===== src/design/icaf_pkg.sv =====
package icaf_pkg;

    localparam int DATA_W   = 16;
    localparam int ANGLE_W  = 17;
    localparam int TILT_W   = 16;
    localparam int CFG_W    = 17;
    localparam int CFG_IDX_W = 3;
    localparam int TAB_LEN  = 24;

    localparam logic [CFG_IDX_W-1:0] REG_GOFF_ROLL  = 3'd0;
    localparam logic [CFG_IDX_W-1:0] REG_GOFF_PITCH = 3'd1;
    localparam logic [CFG_IDX_W-1:0] REG_AOFF_X     = 3'd2;
    localparam logic [CFG_IDX_W-1:0] REG_AOFF_Y     = 3'd3;
    localparam logic [CFG_IDX_W-1:0] REG_AOFF_Z     = 3'd4;
    localparam logic [CFG_IDX_W-1:0] REG_PERIOD     = 3'd5;
    localparam logic [CFG_IDX_W-1:0] REG_WEIGHT     = 3'd6;

    // atan(2^-i) in degrees, Q24
    function automatic logic [31:0] atan_q24(input logic [4:0] i);
        logic [31:0] v;
        begin
            unique case (i)
                5'd0:  v = 32'd754974720;
                5'd1:  v = 32'd445687602;
                5'd2:  v = 32'd235489088;
                5'd3:  v = 32'd119537938;
                5'd4:  v = 32'd60000934;
                5'd5:  v = 32'd30029717;
                5'd6:  v = 32'd15018523;
                5'd7:  v = 32'd7509720;
                5'd8:  v = 32'd3754917;
                5'd9:  v = 32'd1877466;
                5'd10: v = 32'd938734;
                5'd11: v = 32'd469367;
                5'd12: v = 32'd234684;
                5'd13: v = 32'd117342;
                5'd14: v = 32'd58671;
                5'd15: v = 32'd29335;
                5'd16: v = 32'd14668;
                5'd17: v = 32'd7334;
                5'd18: v = 32'd3667;
                5'd19: v = 32'd1833;
                5'd20: v = 32'd917;
                5'd21: v = 32'd458;
                5'd22: v = 32'd229;
                5'd23: v = 32'd115;
                default: v = 32'd0;
            endcase
            return v;
        end
    endfunction

    typedef enum logic [3:0] {
        ST_IDLE,
        ST_SQ,
        ST_SQRT,
        ST_CORDIC,
        ST_TILT,
        ST_DELTA_MUL,
        ST_DELTA_DIV,
        ST_BLEND,
        ST_NEXT,
        ST_OUT
    } t_state;

    typedef struct packed {
        logic start;
        logic busy;
        logic done;
    } t_unit_ctl;

endpackage


===== src/design/icaf_stream_if.sv =====
interface icaf_stream_if #(
    parameter int PAYLOAD_W = 80
);
    logic                 valid;
    logic                 ready;
    logic [PAYLOAD_W-1:0] payload;

    modport source (output valid, output payload, input ready);
    modport sink   (input valid, input payload, output ready);
endinterface


===== src/design/icaf_serial_mul.sv =====
// Shift-and-add multiplier: one multiplier bit per cycle.
module icaf_serial_mul #(
    parameter int A_W = 48,
    parameter int B_W = 24
) (
    input  logic                 i_clk,
    input  logic                 i_rst_n,
    input  logic                 i_start,
    input  logic [A_W-1:0]       i_a,
    input  logic [B_W-1:0]       i_b,
    output logic                 o_done,
    output logic [A_W+B_W-1:0]   o_p
);
    localparam int CNT_W = $clog2(B_W + 1);

    logic [A_W+B_W-1:0] r_acc, n_acc;
    logic [A_W+B_W-1:0] r_a, n_a;
    logic [B_W-1:0]     r_b, n_b;
    logic [CNT_W-1:0]   r_cnt, n_cnt;
    logic               r_busy, n_busy;
    logic               r_done, n_done;

    always_comb begin
        n_acc  = r_acc;
        n_a    = r_a;
        n_b    = r_b;
        n_cnt  = r_cnt;
        n_busy = r_busy;
        n_done = 1'b0;
        if (i_start) begin
            n_acc  = '0;
            n_a    = {{B_W{1'b0}}, i_a};
            n_b    = i_b;
            n_cnt  = CNT_W'(B_W);
            n_busy = 1'b1;
        end else if (r_busy) begin
            if (r_b[0]) begin
                n_acc = r_acc + r_a;
            end
            n_a   = r_a << 1;
            n_b   = r_b >> 1;
            n_cnt = r_cnt - 1'b1;
            if (r_cnt == CNT_W'(1)) begin
                n_busy = 1'b0;
                n_done = 1'b1;
            end
        end
    end

    always_ff @(posedge i_clk) begin
        if (!i_rst_n) begin
            r_busy <= 1'b0;
            r_done <= 1'b0;
        end else begin
            r_busy <= n_busy;
            r_done <= n_done;
        end
        r_acc <= n_acc;
        r_a   <= n_a;
        r_b   <= n_b;
        r_cnt <= n_cnt;
    end

    assign o_done = r_done;
    assign o_p    = r_acc;
endmodule


===== src/design/icaf_serial_div.sv =====
// Restoring divider: one quotient bit per cycle.
module icaf_serial_div #(
    parameter int N_W = 64,
    parameter int D_W = 32
) (
    input  logic           i_clk,
    input  logic           i_rst_n,
    input  logic           i_start,
    input  logic [N_W-1:0] i_num,
    input  logic [D_W-1:0] i_den,
    output logic           o_done,
    output logic [N_W-1:0] o_quo
);
    localparam int CNT_W = $clog2(N_W + 1);

    logic [N_W-1:0]   r_q, n_q;
    logic [D_W:0]     r_rem, n_rem;
    logic [D_W-1:0]   r_den, n_den;
    logic [CNT_W-1:0] r_cnt, n_cnt;
    logic             r_busy, n_busy;
    logic             r_done, n_done;
    logic [D_W+1:0]   s_try;

    always_comb begin
        n_q    = r_q;
        n_rem  = r_rem;
        n_den  = r_den;
        n_cnt  = r_cnt;
        n_busy = r_busy;
        n_done = 1'b0;
        s_try  = {r_rem, r_q[N_W-1]} - {2'b00, r_den};
        if (i_start) begin
            n_q    = i_num;
            n_rem  = '0;
            n_den  = i_den;
            n_cnt  = CNT_W'(N_W);
            n_busy = 1'b1;
        end else if (r_busy) begin
            if (!s_try[D_W+1]) begin
                n_rem = s_try[D_W:0];
                n_q   = {r_q[N_W-2:0], 1'b1};
            end else begin
                n_rem = {r_rem[D_W-1:0], r_q[N_W-1]};
                n_q   = {r_q[N_W-2:0], 1'b0};
            end
            n_cnt = r_cnt - 1'b1;
            if (r_cnt == CNT_W'(1)) begin
                n_busy = 1'b0;
                n_done = 1'b1;
            end
        end
    end

    always_ff @(posedge i_clk) begin
        if (!i_rst_n) begin
            r_busy <= 1'b0;
            r_done <= 1'b0;
        end else begin
            r_busy <= n_busy;
            r_done <= n_done;
        end
        r_q   <= n_q;
        r_rem <= n_rem;
        r_den <= n_den;
        r_cnt <= n_cnt;
    end

    assign o_done = r_done;
    assign o_quo  = r_q;
endmodule


===== src/design/icaf_isqrt.sv =====
// Digit-by-digit square root: one result bit (two radicand bits) per cycle.
module icaf_isqrt #(
    parameter int R_W = 60
) (
    input  logic             i_clk,
    input  logic             i_rst_n,
    input  logic             i_start,
    input  logic [R_W-1:0]   i_rad,
    output logic             o_done,
    output logic [R_W/2-1:0] o_root
);
    localparam int Q_W   = R_W / 2;
    localparam int CNT_W = $clog2(Q_W + 1);

    logic [R_W-1:0]   r_rad, n_rad;
    logic [Q_W+1:0]   r_rem, n_rem;
    logic [Q_W-1:0]   r_root, n_root;
    logic [CNT_W-1:0] r_cnt, n_cnt;
    logic             r_busy, n_busy;
    logic             r_done, n_done;
    logic [Q_W+1:0]   s_cur;
    logic [Q_W+1:0]   s_trial;

    always_comb begin
        n_rad  = r_rad;
        n_rem  = r_rem;
        n_root = r_root;
        n_cnt  = r_cnt;
        n_busy = r_busy;
        n_done = 1'b0;
        s_cur   = {r_rem[Q_W-1:0], r_rad[R_W-1:R_W-2]};
        s_trial = {r_root, 2'b01};
        if (i_start) begin
            n_rad  = i_rad;
            n_rem  = '0;
            n_root = '0;
            n_cnt  = CNT_W'(Q_W);
            n_busy = 1'b1;
        end else if (r_busy) begin
            n_rad = r_rad << 2;
            if (s_cur >= s_trial) begin
                n_rem  = s_cur - s_trial;
                n_root = {r_root[Q_W-2:0], 1'b1};
            end else begin
                n_rem  = s_cur;
                n_root = {r_root[Q_W-2:0], 1'b0};
            end
            n_cnt = r_cnt - 1'b1;
            if (r_cnt == CNT_W'(1)) begin
                n_busy = 1'b0;
                n_done = 1'b1;
            end
        end
    end

    always_ff @(posedge i_clk) begin
        if (!i_rst_n) begin
            r_busy <= 1'b0;
            r_done <= 1'b0;
        end else begin
            r_busy <= n_busy;
            r_done <= n_done;
        end
        r_rad  <= n_rad;
        r_rem  <= n_rem;
        r_root <= n_root;
        r_cnt  <= n_cnt;
    end

    assign o_done = r_done;
    assign o_root = r_root;
endmodule


===== src/design/imu_complementary_attitude_filter_core.sv =====
// Channel   Dir  Payload
// s_in      in   {gyro_y, gyro_x, accel_z, accel_y, accel_x}, 5 x 16 bit signed
// m_out     out  {accel_pitch, accel_roll, pitch_angle, roll_angle} 16+16+17+17
// cfg       in   i_cfg_we / i_cfg_idx / i_cfg_data, write only
//
// One sample at a time. Each axis (roll, then pitch) runs: two squares on the
// serial multiplier, square root, CORDIC (one iteration per cycle), tilt
// rounding, gyro delta by multiply and divide, two blend multiplies and the
// state update. The serial multiplies set most of the time from one input
// transaction to the next.
// Reset is synchronous, active low, clears the filter state and sets the
// configuration registers to their defaults. The input is taken only while idle;
// a finished result waits in the output register and the next sample is not taken until it leaves.
module imu_complementary_attitude_filter_core #(
    parameter int CORDIC_STEPS    = 16,
    parameter int ANGLE_FRAC_BITS = 8
) (
    input  logic                                i_clk,
    input  logic                                i_rst_n,
    icaf_stream_if.sink                         s_in,
    icaf_stream_if.source                       m_out,
    input  logic                                i_cfg_we,
    input  logic [icaf_pkg::CFG_IDX_W-1:0]      i_cfg_idx,
    input  logic [icaf_pkg::CFG_W-1:0]          i_cfg_data
);
    import icaf_pkg::*;

    localparam int SFRAC   = ANGLE_FRAC_BITS + 8;
    localparam int STEP_W  = 5;
    localparam int SQ_W    = 34;               // sum of two 17-bit squares
    localparam int RAD_W   = 60;               // sq << 24, even width
    localparam int H_W     = 30;
    localparam int CW      = 36;               // CORDIC x/y width
    localparam int ZW      = 32;
    localparam int MUL_A_W = 48;
    localparam int MUL_B_W = 34;
    localparam int DIV_N_W = 64;
    localparam int DIV_D_W = 32;
    localparam logic [DIV_D_W-1:0] DIV_DEN = DIV_D_W'(131000000);
    localparam logic [DIV_N_W-1:0] DIV_RND = DIV_N_W'(65500000);
    localparam int STATE_W = 32;
    localparam int ACC_W   = 56;

    // configuration
    logic signed [DATA_W-1:0] r_goff [2];
    logic signed [DATA_W-1:0] r_aoff_x, r_aoff_y, r_aoff_z;
    logic [DATA_W-1:0]        r_period;
    logic [CFG_W-1:0]         r_weight;

    always_ff @(posedge i_clk) begin
        if (!i_rst_n) begin
            r_goff[0] <= '0;
            r_goff[1] <= '0;
            r_aoff_x  <= '0;
            r_aoff_y  <= '0;
            r_aoff_z  <= '0;
            r_period  <= DATA_W'(4000);
            r_weight  <= CFG_W'(64946);
        end else if (i_cfg_we) begin
            unique case (i_cfg_idx)
                REG_GOFF_ROLL:  r_goff[0] <= i_cfg_data[DATA_W-1:0];
                REG_GOFF_PITCH: r_goff[1] <= i_cfg_data[DATA_W-1:0];
                REG_AOFF_X:     r_aoff_x  <= i_cfg_data[DATA_W-1:0];
                REG_AOFF_Y:     r_aoff_y  <= i_cfg_data[DATA_W-1:0];
                REG_AOFF_Z:     r_aoff_z  <= i_cfg_data[DATA_W-1:0];
                REG_PERIOD:     r_period  <= i_cfg_data[DATA_W-1:0];
                REG_WEIGHT:     r_weight  <= i_cfg_data;
                default: ;
            endcase
        end
    end

    // sample registers (offset corrected, 17 bit)
    logic signed [DATA_W:0] r_ax, r_ay, r_az;
    logic signed [DATA_W:0] r_g [2];
    logic                   r_axis;  // 0 roll, 1 pitch
    logic [1:0]             r_sub;   // step within multi-multiply states
    t_state                 r_state, n_state;

    logic signed [STATE_W-1:0] r_filt [2];
    logic signed [TILT_W-1:0]  r_out_tilt [2];
    logic                      r_out_valid;

    logic [SQ_W-1:0]          r_sq;
    logic signed [CW-1:0]     r_cx, r_cy;
    logic signed [ZW-1:0]     r_cz;
    logic [STEP_W-1:0]        r_step;
    logic signed [ZW-1:0]     r_tilt_s;
    logic signed [ZW-1:0]     r_delta;
    logic                     r_dneg;
    logic signed [ACC_W-1:0]  r_acc;

    // per-axis selection
    logic signed [DATA_W:0] s_num, s_a, s_b;
    always_comb begin
        if (!r_axis) begin
            s_num = r_ay; s_a = r_ax; s_b = r_az;
        end else begin
            s_num = r_ax; s_a = r_ay; s_b = r_az;
        end
    end

    // shared serial multiplier
    logic                       s_mul_start, s_mul_done;
    logic [MUL_A_W-1:0]         s_mul_a;
    logic [MUL_B_W-1:0]         s_mul_b;
    logic [MUL_A_W+MUL_B_W-1:0] s_mul_p;

    icaf_serial_mul #(.A_W(MUL_A_W), .B_W(MUL_B_W)) u_mul (
        .i_clk   (i_clk),
        .i_rst_n (i_rst_n),
        .i_start (s_mul_start),
        .i_a     (s_mul_a),
        .i_b     (s_mul_b),
        .o_done  (s_mul_done),
        .o_p     (s_mul_p)
    );

    logic               s_sqrt_start, s_sqrt_done;
    logic [H_W-1:0]     s_root;
    icaf_isqrt #(.R_W(RAD_W)) u_sqrt (
        .i_clk   (i_clk),
        .i_rst_n (i_rst_n),
        .i_start (s_sqrt_start),
        .i_rad   (RAD_W'({r_sq, 24'd0})),
        .o_done  (s_sqrt_done),
        .o_root  (s_root)
    );

    logic               s_div_start, s_div_done;
    logic [DIV_N_W-1:0] s_quo;
    icaf_serial_div #(.N_W(DIV_N_W), .D_W(DIV_D_W)) u_div (
        .i_clk   (i_clk),
        .i_rst_n (i_rst_n),
        .i_start (s_div_start),
        .i_num   (s_mul_p[DIV_N_W-1:0] + DIV_RND),
        .i_den   (DIV_DEN),
        .o_done  (s_div_done),
        .o_quo   (s_quo)
    );

    // magnitudes for the serial multiplier
    logic [DATA_W:0]        s_abs_a, s_abs_b, s_abs_g;
    logic signed [DATA_W:0] s_gr;
    assign s_abs_a = s_a[DATA_W] ? (DATA_W+1)'(-s_a) : s_a;
    assign s_abs_b = s_b[DATA_W] ? (DATA_W+1)'(-s_b) : s_b;
    assign s_gr    = r_g[r_axis];
    assign s_abs_g = s_gr[DATA_W] ? (DATA_W+1)'(-s_gr) : s_gr;

    // weight clipped to one
    logic [CFG_W-1:0] s_wt, s_wc;
    assign s_wt = (r_weight > CFG_W'(65536)) ? CFG_W'(65536) : r_weight;
    assign s_wc = CFG_W'(65536) - s_wt;

    // blend operands: acc = wt*(old+d) + (65536-wt)*tilt, sign-magnitude
    logic signed [ZW:0] s_opnd;
    logic [ZW:0]        s_opnd_abs;
    always_comb begin
        if (r_sub == 2'd0) begin
            s_opnd = (ZW+1)'(r_filt[r_axis]) + (ZW+1)'(r_delta);
        end else begin
            s_opnd = (ZW+1)'(r_tilt_s);
        end
        s_opnd_abs = s_opnd[ZW] ? (ZW+1)'(-s_opnd) : s_opnd;
    end

    always_comb begin
        s_mul_a = '0;
        s_mul_b = '0;
        unique case (r_state)
            ST_SQ: begin
                s_mul_a = MUL_A_W'(r_sub[0] ? s_abs_b : s_abs_a);
                s_mul_b = MUL_B_W'(r_sub[0] ? s_abs_b : s_abs_a);
            end
            ST_DELTA_MUL: begin
                s_mul_a = MUL_A_W'({s_abs_g, 8'd0}) << (SFRAC + 1 - 8);
                s_mul_b = MUL_B_W'(r_period);
            end
            ST_BLEND: begin
                s_mul_a = MUL_A_W'(s_opnd_abs);
                s_mul_b = MUL_B_W'(r_sub == 2'd0 ? s_wt : s_wc);
            end
            default: ;
        endcase
    end

    // CORDIC step
    logic signed [CW-1:0] s_dx, s_dy;
    logic [ZW-1:0]        s_at;
    assign s_dx = r_cy >>> r_step;
    assign s_dy = r_cx >>> r_step;
    assign s_at = atan_q24(r_step);

    // tilt rounding (ties away from zero) and clamping
    function automatic logic signed [ZW-1:0] rnd_clamp(
        input logic signed [ZW-1:0] v,
        input int                   sh,
        input logic signed [ZW-1:0] lim
    );
        logic [ZW-1:0]        mag;
        logic [ZW-1:0]        r;
        logic signed [ZW-1:0] s;
        begin
            mag = v[ZW-1] ? ZW'(-v) : v;
            r   = (mag + (ZW'(1) << (sh - 1))) >> sh;
            s   = v[ZW-1] ? ZW'(-r) : r;
            if (s > lim)       s = lim;
            else if (s < -lim) s = -lim;
            return s;
        end
    endfunction

    logic signed [ZW-1:0] s_zt;
    assign s_zt = r_axis ? ZW'(-r_cz) : r_cz;

    localparam logic signed [ZW-1:0] LIM_O = ZW'(90) <<< ANGLE_FRAC_BITS;
    localparam logic signed [ZW-1:0] LIM_S = ZW'(90) <<< SFRAC;
    localparam logic signed [ACC_W-1:0] LIM_F = ACC_W'(180) <<< SFRAC;

    // final rounding of accumulator
    logic [ACC_W-1:0]        s_acc_mag, s_acc_r;
    logic signed [ACC_W-1:0] s_newf;
    always_comb begin
        s_acc_mag = r_acc[ACC_W-1] ? ACC_W'(-r_acc) : r_acc;
        s_acc_r   = (s_acc_mag + ACC_W'(32768)) >> 16;
        s_newf    = r_acc[ACC_W-1] ? ACC_W'(-s_acc_r) : s_acc_r;
        if (s_newf > LIM_F)       s_newf = LIM_F;
        else if (s_newf < -LIM_F) s_newf = -LIM_F;
    end

    // next state
    always_comb begin
        n_state = r_state;
        unique case (r_state)
            ST_IDLE:      if (s_in.valid && !r_out_valid) n_state = ST_SQ;
            ST_SQ:        if (s_mul_done && r_sub[0]) n_state = ST_SQRT;
            ST_SQRT:      if (s_sqrt_done) n_state = ST_CORDIC;
            ST_CORDIC:    if (r_step == STEP_W'(CORDIC_STEPS - 1)) n_state = ST_TILT;
            ST_TILT:      n_state = ST_DELTA_MUL;
            ST_DELTA_MUL: if (s_mul_done) n_state = ST_DELTA_DIV;
            ST_DELTA_DIV: if (s_div_done) n_state = ST_BLEND;
            ST_BLEND:     if (s_mul_done && r_sub == 2'd1) n_state = ST_NEXT;
            ST_NEXT:      n_state = r_axis ? ST_OUT : ST_SQ;
            ST_OUT:       n_state = ST_IDLE;
            default:      n_state = ST_IDLE;
        endcase
    end

    // unit starts
    logic r_started;
    always_comb begin
        s_mul_start  = 1'b0;
        s_sqrt_start = 1'b0;
        s_div_start  = 1'b0;
        unique case (r_state)
            ST_SQ, ST_DELTA_MUL, ST_BLEND: s_mul_start = !r_started;
            ST_SQRT:      s_sqrt_start = !r_started;
            ST_DELTA_DIV: s_div_start  = !r_started;
            default: ;
        endcase
    end

    assign s_in.ready = (r_state == ST_IDLE) && !r_out_valid;

    always_ff @(posedge i_clk) begin
        if (!i_rst_n) begin
            r_state     <= ST_IDLE;
            r_started   <= 1'b0;
            r_axis      <= 1'b0;
            r_sub       <= '0;
            r_out_valid <= 1'b0;
            r_filt[0]   <= '0;
            r_filt[1]   <= '0;
        end else begin
            r_state <= n_state;
            if (m_out.valid && m_out.ready) begin
                r_out_valid <= 1'b0;
            end
            unique case (r_state)
                ST_IDLE: begin
                    r_started <= 1'b0;
                    r_axis    <= 1'b0;
                    r_sub     <= '0;
                    if (s_in.ready && s_in.valid) begin
                        r_ax   <= (DATA_W+1)'($signed(s_in.payload[15:0])) - r_aoff_x;
                        r_ay   <= (DATA_W+1)'($signed(s_in.payload[31:16])) - r_aoff_y;
                        r_az   <= (DATA_W+1)'($signed(s_in.payload[47:32])) - r_aoff_z;
                        r_g[0] <= (DATA_W+1)'($signed(s_in.payload[63:48])) - r_goff[0];
                        r_g[1] <= (DATA_W+1)'($signed(s_in.payload[79:64])) - r_goff[1];
                    end
                end
                ST_SQ: begin
                    if (s_mul_done) begin
                        r_started <= 1'b0;
                        r_sq <= r_sub[0] ? r_sq + s_mul_p[SQ_W-1:0] : s_mul_p[SQ_W-1:0];
                        r_sub <= r_sub[0] ? 2'd0 : 2'd1;
                    end else begin
                        r_started <= 1'b1;
                    end
                end
                ST_SQRT: begin
                    if (s_sqrt_done) begin
                        r_started <= 1'b0;
                        r_cx   <= CW'(s_root);
                        r_cy   <= CW'(s_num) <<< 12;
                        r_cz   <= '0;
                        r_step <= '0;
                    end else begin
                        r_started <= 1'b1;
                    end
                end
                ST_CORDIC: begin
                    r_step <= r_step + 1'b1;
                    if (r_cx == '0 && r_cy == '0) begin
                        r_cz <= '0;
                    end else if (!r_cy[CW-1]) begin
                        r_cx <= r_cx + s_dx;
                        r_cy <= r_cy - s_dy;
                        r_cz <= r_cz + s_at;
                    end else begin
                        r_cx <= r_cx - s_dx;
                        r_cy <= r_cy + s_dy;
                        r_cz <= r_cz - s_at;
                    end
                end
                ST_TILT: begin
                    r_tilt_s <= rnd_clamp(s_zt, 24 - SFRAC, LIM_S);
                    r_out_tilt[r_axis] <=
                        TILT_W'(rnd_clamp(s_zt, 24 - ANGLE_FRAC_BITS, LIM_O));
                    r_dneg <= s_gr[DATA_W];
                end
                ST_DELTA_MUL: begin
                    r_started <= !s_mul_done;
                end
                ST_DELTA_DIV: begin
                    if (s_div_done) begin
                        r_started <= 1'b0;
                        r_delta <= r_dneg ? ZW'(-s_quo[ZW-1:0]) : s_quo[ZW-1:0];
                        r_sub   <= 2'd0;
                    end else begin
                        r_started <= 1'b1;
                    end
                end
                ST_BLEND: begin
                    if (s_mul_done) begin
                        r_started <= 1'b0;
                        if (r_sub == 2'd0) begin
                            r_acc <= s_opnd[ZW] ? ACC_W'(-s_mul_p[ACC_W-1:0])
                                                : s_mul_p[ACC_W-1:0];
                            r_sub <= 2'd1;
                        end else begin
                            r_acc <= s_opnd[ZW] ? r_acc - s_mul_p[ACC_W-1:0]
                                                : r_acc + s_mul_p[ACC_W-1:0];
                            r_sub <= 2'd0;
                        end
                    end else begin
                        r_started <= 1'b1;
                    end
                end
                ST_NEXT: begin
                    r_filt[r_axis] <= STATE_W'(s_newf);
                end
                ST_OUT: begin
                    r_out_valid <= 1'b1;
                end
                default: ;
            endcase
            if (r_state == ST_NEXT) begin
                r_axis <= ~r_axis;
            end
        end
    end

    // filtered angles rounded by 8 bits for the output
    logic signed [ANGLE_W-1:0] s_ang [2];
    logic [STATE_W-1:0]        s_m0, s_m1, s_r0, s_r1;
    assign s_m0 = r_filt[0][STATE_W-1] ? STATE_W'(-r_filt[0]) : r_filt[0];
    assign s_m1 = r_filt[1][STATE_W-1] ? STATE_W'(-r_filt[1]) : r_filt[1];
    assign s_r0 = (s_m0 + STATE_W'(128)) >> 8;
    assign s_r1 = (s_m1 + STATE_W'(128)) >> 8;
    assign s_ang[0] = r_filt[0][STATE_W-1] ? ANGLE_W'(-s_r0) : ANGLE_W'(s_r0);
    assign s_ang[1] = r_filt[1][STATE_W-1] ? ANGLE_W'(-s_r1) : ANGLE_W'(s_r1);

    assign m_out.valid   = r_out_valid;
    assign m_out.payload = {r_out_tilt[1], r_out_tilt[0], s_ang[1], s_ang[0]};

`ifndef SYNTH
    a_no_take_busy: assert property (@(posedge i_clk) disable iff (!i_rst_n)
        (r_state != ST_IDLE) |-> !s_in.ready)
        else $error("input taken mid-computation");
    a_out_after_out: assert property (@(posedge i_clk) disable iff (!i_rst_n)
        (r_state == ST_OUT) |=> r_out_valid)
        else $error("result not presented");
    a_hold: assert property (@(posedge i_clk) disable iff (!i_rst_n)
        (r_out_valid && !m_out.ready) |=> r_out_valid && $stable(r_filt[0]))
        else $error("result lost while stalled");
    a_step_range: assert property (@(posedge i_clk) disable iff (!i_rst_n)
        (r_state == ST_CORDIC) |-> (r_step < STEP_W'(CORDIC_STEPS)))
        else $error("cordic step overrun");
`endif
endmodule


===== src/flat_wrapper.sv =====
// flat-port wrapper written by rule: the top's interface ports become plain ports
module imu_complementary_attitude_filter_core_flat import icaf_pkg::*;
#(
    parameter int CORDIC_STEPS    = 16,
    parameter int ANGLE_FRAC_BITS = 8
)
  (i_clk, i_rst_n, i_cfg_we, i_cfg_idx, i_cfg_data, s_in_valid, s_in_payload, s_in_ready, m_out_valid, m_out_payload, m_out_ready);
  icaf_stream_if #(.PAYLOAD_W((5 * DATA_W))) s_in_i ();
  icaf_stream_if #(.PAYLOAD_W((2 * ANGLE_W + 2 * TILT_W))) m_out_i ();
  input  logic i_clk;
  input  logic i_rst_n;
  input  logic i_cfg_we;
  input  logic [icaf_pkg::CFG_IDX_W-1:0] i_cfg_idx;
  input  logic [icaf_pkg::CFG_W-1:0] i_cfg_data;
  input wire logic [$bits(s_in_i.valid)-1:0] s_in_valid;
  input wire logic [$bits(s_in_i.payload)-1:0] s_in_payload;
  output wire logic [$bits(s_in_i.ready)-1:0] s_in_ready;
  output wire logic [$bits(m_out_i.valid)-1:0] m_out_valid;
  output wire logic [$bits(m_out_i.payload)-1:0] m_out_payload;
  input wire logic [$bits(m_out_i.ready)-1:0] m_out_ready;
  assign s_in_i.valid = s_in_valid;
  assign s_in_i.payload = s_in_payload;
  assign s_in_ready = s_in_i.ready;
  assign m_out_valid = m_out_i.valid;
  assign m_out_payload = m_out_i.payload;
  assign m_out_i.ready = m_out_ready;
  imu_complementary_attitude_filter_core #(.CORDIC_STEPS(CORDIC_STEPS), .ANGLE_FRAC_BITS(ANGLE_FRAC_BITS)) u_core (.i_clk(i_clk), .i_rst_n(i_rst_n), .s_in(s_in_i), .m_out(m_out_i), .i_cfg_we(i_cfg_we), .i_cfg_idx(i_cfg_idx), .i_cfg_data(i_cfg_data));
endmodule

===== config.mk =====
export PLATFORM = sky130hd
export DESIGN_NAME = imu_complementary_attitude_filter_core_flat
export DESIGN_NICKNAME = d
export VERILOG_FILES = /design/src/design/icaf_pkg.sv /design/src/design/icaf_stream_if.sv /design/src/design/icaf_serial_mul.sv /design/src/design/icaf_serial_div.sv /design/src/design/icaf_isqrt.sv /design/src/design/imu_complementary_attitude_filter_core.sv /design/src/flat_wrapper.sv
export SDC_FILE = /design/constraint.sdc
export NUM_CORES = 2
export LEC_CHECK = 0
export BUFFER_PORTS_ARGS = -buffer_cell sky130_fd_sc_hd__buf_2
export CORE_MARGIN = 10
export CORE_UTILIZATION = 33
export CTS_BUF_LIST = sky130_fd_sc_hd__clkbuf_8
export CTS_CLUSTER_DIAMETER = 100
export DETAILED_ROUTE_END_ITERATION = 16
export MAX_ROUTING_LAYER = met4
export PLACE_DENSITY = 0.5
export SKIP_LAST_GASP = 1
export SLEW_MARGIN = 20
export SYNTH_ARGS = -nofsm -noshare
export SYNTH_HDL_FRONTEND = slang
export SYNTH_SLANG_ARGS = --single-unit

===== constraint.sdc =====
create_clock -name i_clk -period 12 [get_ports i_clk]
set_clock_uncertainty 0.05 [all_clocks]
set_input_delay 1.2 -clock i_clk [delete_from_list [all_inputs] [get_ports i_clk]]
set_output_delay 1.2 -clock i_clk [all_outputs]
set_load 0.01 [all_outputs]

### Word-level counts from Yosys, hierarchy flattened

Memory sizes are Yosys's and may differ from the RTL's. A register that Yosys moved wholly into a read port is not among the register bits.
Cells that the tools add are included.

| storage, ports and cells | value |
|---|---|
| register bits after elaboration | 820 |
| RAM bits | 162 |
| ROM bits | 960 |
| bits of input ports | 105 |
| output and inout port bits | 68 |
| memories kept | 5 |

Memory list:

| memory | depth | bits a word | rd ports | clocked after memory_dff | write ports | line | text |
|---|---|---|---|---|---|---|---|
| (no name shown) | 32 | 30 | 1 | 1 | 0 | icaf_pkg.sv:22 | `unique case (i)` |
| u_core.r_filt | 2 | 32 | 3 | 1 | 2 | imu_complementary_attitude_filter_core.sv:80 | `logic signed [STATE_W-1:0] r_filt [2];` |
| u_core.r_g | 2 | 17 | 1 | 1 | 2 | imu_complementary_attitude_filter_core.sv:75 | `logic signed [DATA_W:0] r_g [2];` |
| u_core.r_goff | 2 | 16 | 2 | 0 | 2 | imu_complementary_attitude_filter_core.sv:45 | `logic signed [DATA_W-1:0] r_goff [2];` |
| u_core.r_out_tilt | 2 | 16 | 2 | 0 | 1 | imu_complementary_attitude_filter_core.sv:81 | `logic signed [TILT_W-1:0] r_out_tilt [2];` |

| cells by class | value |
|---|---|
| add/subtract/negate cells | 45 |
| $lt $le $gt $ge | 8 |
| eq/ne operators | 30 |
| shift operators | 2 |
| mux-type cells | 128 |
| bitwise operators | 7 |
| reductions and logical operators | 45 |

Operators with widths:

| operator | number |
|---|---|
| $mux 32 | 12 |
| $mux 56 | 5 |
| $mux 36 | 6 |
| $mux 17 | 11 |
| $pmux 36 s2 | 2 |
| $pmux 48 s3 | 1 |
| $mux 64 | 2 |
| $mux 58 | 2 |
| $neg 56->56 | 2 |
| $mux 34 | 3 |
| $pmux 34 s3 | 1 |
| $mux 33 | 3 |
| $mux 16 | 6 |
| $mux 48 | 2 |
| $neg 32->32 | 3 |
| $neg 17->17 | 5 |
| $sub 16x16->17 | 5 |
| $add 82x82->82 | 1 |
| $add 36x36->36 | 2 |
| $logic_not 36->1 | 2 |
| $sshr 36x5->36 | 2 |
| $sub 36x36->36 | 2 |
| $add 64x26->64 const B | 1 |
| $pmux 32 s2 | 1 |
| 71 further kinds | 183 |

### Logic depth before layout (Yosys ltp)

| depth | value |
|---|---|
| depth in word-level cells | 12 |
| gate-level depth with buffers | 42 |

### By module

A second synthesis with hierarchy kept.

| unflattened totals | value |
|---|---|
| cells, all modules | 10,123 |
| area, all modules | 87,536.5 um^2 |

Modules (own cells, without submodules):

| module | times used | cells each | area an instance (um^2) |
|---|---|---|---|
| imu_complementary_attitude_filter_core | 1 | 7,414 | 60,571.8 |
| icaf_serial_mul | 1 | 1,417 | 12,722.2 |
| icaf_serial_div | 1 | 621 | 7,273.2 |
| icaf_isqrt | 1 | 671 | 6,969.2 |

### Least setup slack after synthesis

Ideal clock, no wire load.

| timing | value |
|---|---|
| path kind | register -> register |
| start point | register (tool-made name) |
| end point | register u_core.r_acc[54], data pin |
| library setup time | 267 ps |
| arrival | 9,571 ps |
| required time | 11,683 ps |
| slack | 2,112 ps |
| stages on the path, launching flop included | 42 |
| buffers on the path | 6 |
| cells stage by stage | dfxtp_1 clkbuf_1 clkbuf_1 clkbuf_1 clkbuf_1 mux2_2 ha_1 fa_1 a21o_1 a21oi_1 or4_1 and3_1 nor3_1 nor3_1 o31a_1 a21oi_1 o31a_1 nor4_1 [6 not listed] xnor2_1 ha_1 a21o_1 a21o_1 or3_1 o2111a_1 o31ai_1 nand2_1 o41a_1 a221o_1 o211ai_1 a21oi_1 o31ai_1 o211ai_1 a21oi_1 xnor2_1 nand2_1 o21ai_0 |

RTL lines:

| item | line | text |
|---|---|---|
| end signal, assigned | imu_complementary_attitude_filter_core.sv:348 | `r_acc <= s_opnd[ZW] ? ACC_W'(-s_mul_p[ACC_W-1:0])` |
| end signal, assigned | imu_complementary_attitude_filter_core.sv:352 | `r_acc <= s_opnd[ZW] ? r_acc - s_mul_p[ACC_W-1:0]` |
| end, declared | imu_complementary_attitude_filter_core.sv:91 | `logic signed [ACC_W-1:0] r_acc;` |

==> run metrics <==
status complete, no violations; Resize count post-CTS 0; WP data arrival 10.90 ns; Post-Syn Nets about 9,900; PD cells between 150 and 200 nW/um^2; total negative slack 0 ns; Max-Cap Viols 0; post-route ant nets 0; commonest cells after routing, fill and taps aside nand2_1, nor2_1, edfxtp_1; area share of fa/ha/maj cells after synthesis 7.28%; crit-path max cell delay 0.77 ns; required time of the critical path 12.61 ns; DR vias/cell 5.43; synthesis-to-layout area growth 10.3%; GPL Wtd Cong between 0.9 and 1; drt wl/cell 20.1 um; TritonRoute pass-1 iters 6; full die area 259,000 sq um; Port Buffers 172; most used cell, CP a21oi_1; Fin. Hold Viols 0; layout cells sized above 1 9.32%; Compound-Gate Fraction of Synth Area 18.2%; Final period util 85.7%; largest area contributor in the netlist edfxtp_1; cts hold-fix bufs 0; FP Rows 179; slowest cell on the critical path dfxtp_2; Clk pin slew, worst setup/hold paths 0.06 ns; Max Slew Vio Count 0; Die Wd 509 um; Logic pwr share 43.7%; vias in the first global route 66,058; Root Buffer clkbuf_8; Worst Tran Pin Value 1.10 ns; Tmin final 10.29 ns; first-pass GRT wire length approximately 400 mm; RSZ-0062 raised after global routing no; FMAX 0.0972 GHz; largest family of logic cells by synthesized area simple AND/OR/NAND/NOR gates; sw frac 40.7%; hpwl dp a little under 200 mm; CTS tree yes; H-tree Lvls 4; Initial Utilization 33.1%; FFs w/ async S/R, synth 0%; sequential fraction of design power 31.7%; I/O pin cnt about 170; Post-Synth XOR/XNOR Area between 10 and 15%; register area share after synthesis 32.5%; DR iter-0 viols 5,534; number of synthesized register bits 959; Power Total 14.9 mW; clock sinks between 900 and 1,000; Hold Path Class flop to flop; Avg Synthesized Cell Area between 8 and 9 sq um; Crit Path Class flop to flop; GR Util All Layers 19.4%; largest net degree at the start of global routing 140; buffers inserted by post-CTS timing repair 0; drt total wl around 260 mm; Gate Count Post-Synth 9,380; global route overflow 0; yosys warns 0; CP Capture Type flop; top_reg_cell synth edfxtp_1; nets@finish 9,925; Internal 8.86 mW; Synth Cell Area about 79,000 sq um; share of Yosys cell area claimed by the top area cell type between 20% and 30%; chip height 509 um; Critical Path Fanout Max 27; Core ar. 238,000 sq um; post-synthesis mux area share 5.69%; Post-Synth Simple-Gate Area roughly a fifth; clock power share roughly 25%; Sw Pwr 6.07 mW; TritonCTS buffer count 189; final core utilization 36.6%; DR vias 68,958; Residual DRC 0; Max Buffers Root-to-Sink 3; Worst-Skew Late Latency 0.96 ns; relative slew slack 24.5%; type of origin of the critical path flop; Synth area leaders edfxtp_1, dfxtp_1, ha_1; # fillers ~24,000; Pleak approximately 33 nW; most common library cell in the layout ignoring fill and taps nand2_1; EDFF count, synth 640; Distinct cells, synth between 100 and 150; final setup vio count 0; initial antenna violation count 5; Worst VDD drop 0.132 mV
## synth_stat cells, types with 89 or more instances
library cell	instances
inv_1	350
xor2_1	361
mux2i_1	199
nand2_1	1226
nand4_1	89
nor3_1	211
o21ai_0	627
xnor2_1	625
a21oi_1	613
nand2b_1	121
and3_1	92
dfxtp_1	319
edfxtp_1	640
clkbuf_1	388
nor2_1	967
a21o_1	158
o31ai_1	91
ha_1	438
nand3_1	209
and2_1	100
a31oi_1	108
## worst max-delay path: cells and delay by family (launching register included)
kind / cells / cell delay (ns)
AOI/OAI and AO/OA: 19 / 5.25
and+or+nand+nor: 9 / 1.91
DFF: 1 / 0.77
buffers and inverters: 2 / 0.69
adders and majority gates: 2 / 0.66
muxes: 1 / 0.42
xor gates and xnor gates: 2 / 0.24
## flip-flops by register name, summed over array words and instances (netlist names), 30 cells and up, named ones only
name	count
u_core.r_out_tilt	32
u_core.r_cx	36
u_core.r_sq	34
u_core.u_sqrt.r_rad	36
u_core.u_sqrt.r_rem	30
u_core.s_at	30
u_core.r_delta	32
u_core.r_filt	64
u_core.r_acc	56
u_core.u_mul.o_p	64
u_core.r_tilt_s	32
u_core.r_cy	36
u_core.r_cz	32
u_core.r_g	34
u_core.u_div.r_rem	33
u_core.u_sqrt.o_root	30
u_core.u_div.o_quo	64
u_core.r_goff	32
u_core.u_mul.r_a	64
## path summary, 6_finish.rpt
check / slack [ns] / cells after the start / endpoint / from
worst max register to register: 1.71 / 35 / u_core.r_acc[54]$_DFFE_PP_ / flop
worst min-delay path: 0.40 / 2 / u_core.r_aoff_y[4]$_SDFFE_PN0P_ / u_core.r_aoff_y[4]$_SDFFE_PN0P_
worst min register to register: 0.40 / 2 / u_core.r_aoff_y[4]$_SDFFE_PN0P_ / u_core.r_aoff_y[4]$_SDFFE_PN0P_
worst max-delay path: 1.71 / 35 / u_core.r_acc[54]$_DFFE_PP_ / flop
## power by group through the flow
stage                     Clock, mW  Sequential, mW  Combinational (mW)
after floorplan                   0            4.55                4.96
after global placement            0            4.79                6.43
after detailed placement          0            4.80                6.49
after CTS                      3.78            4.74                6.53
after global routing           3.91            4.80                7.29
final                          3.67            4.74                6.53
## metal layers
metal / routed length [um] / part of all wire, % / track usage [%] / vias to the layer above
li1: - / - / - / 33786
met2: 116000 / 45 / 30.6 / 1686
met1: 122000 / 48 / 26.5 / 33132
met4: 5930 / 2.3 / 4.75 / 0
met3: 11500 / 4.5 / 2.25 / 354
met5: 0 / 0 / - / -
## per-stage QoR
stage / area, sq um / hold slack, ns / instances / setup WS, ns
CTS: 86800 / 0.393 / 12702 / 1.79
floorplan: 78800 / 0.382 / 9380 / 2.11
global placement: 82700 / 0.394 / 12346 / 1.80
finish: 86900 / 0.405 / 12710 / 1.71
global route: 86900 / 0.424 / 12709 / 1.00
detailed placement: 82700 / 0.397 / 12346 / 1.76
## area by class of cell
cell class | count | area [sq um] | area share, %
Antenna cell | 8 | 20.0 | 0.0230
Clock buffer | 217 | 2990 | 3.44
Clock inverter | 139 | 1150 | 1.33
Inverter | 357 | 1340 | 1.54
Multi-Input combinational cell | 7585 | 50100 | 57.7
Sequential cell | 959 | 25600 | 29.5
Tap cell | 3167 | 3960 | 4.56
Timing Repair Buffer | 278 | 1670 | 1.92
## cell families (layout without fill, tap and decap cells)
family	Yosys count	in the layout
and+or+nand+nor	3534	3534
other	0	8
muxes	353	353
AOI/OAI and AO/OA	2250	2250
DFF	959	959
adders and majority gates	451	451
buffers and inverters	836	991
xor gates and xnor gates	997	997
Note: power is estimated with default switching activity, not from simulation.
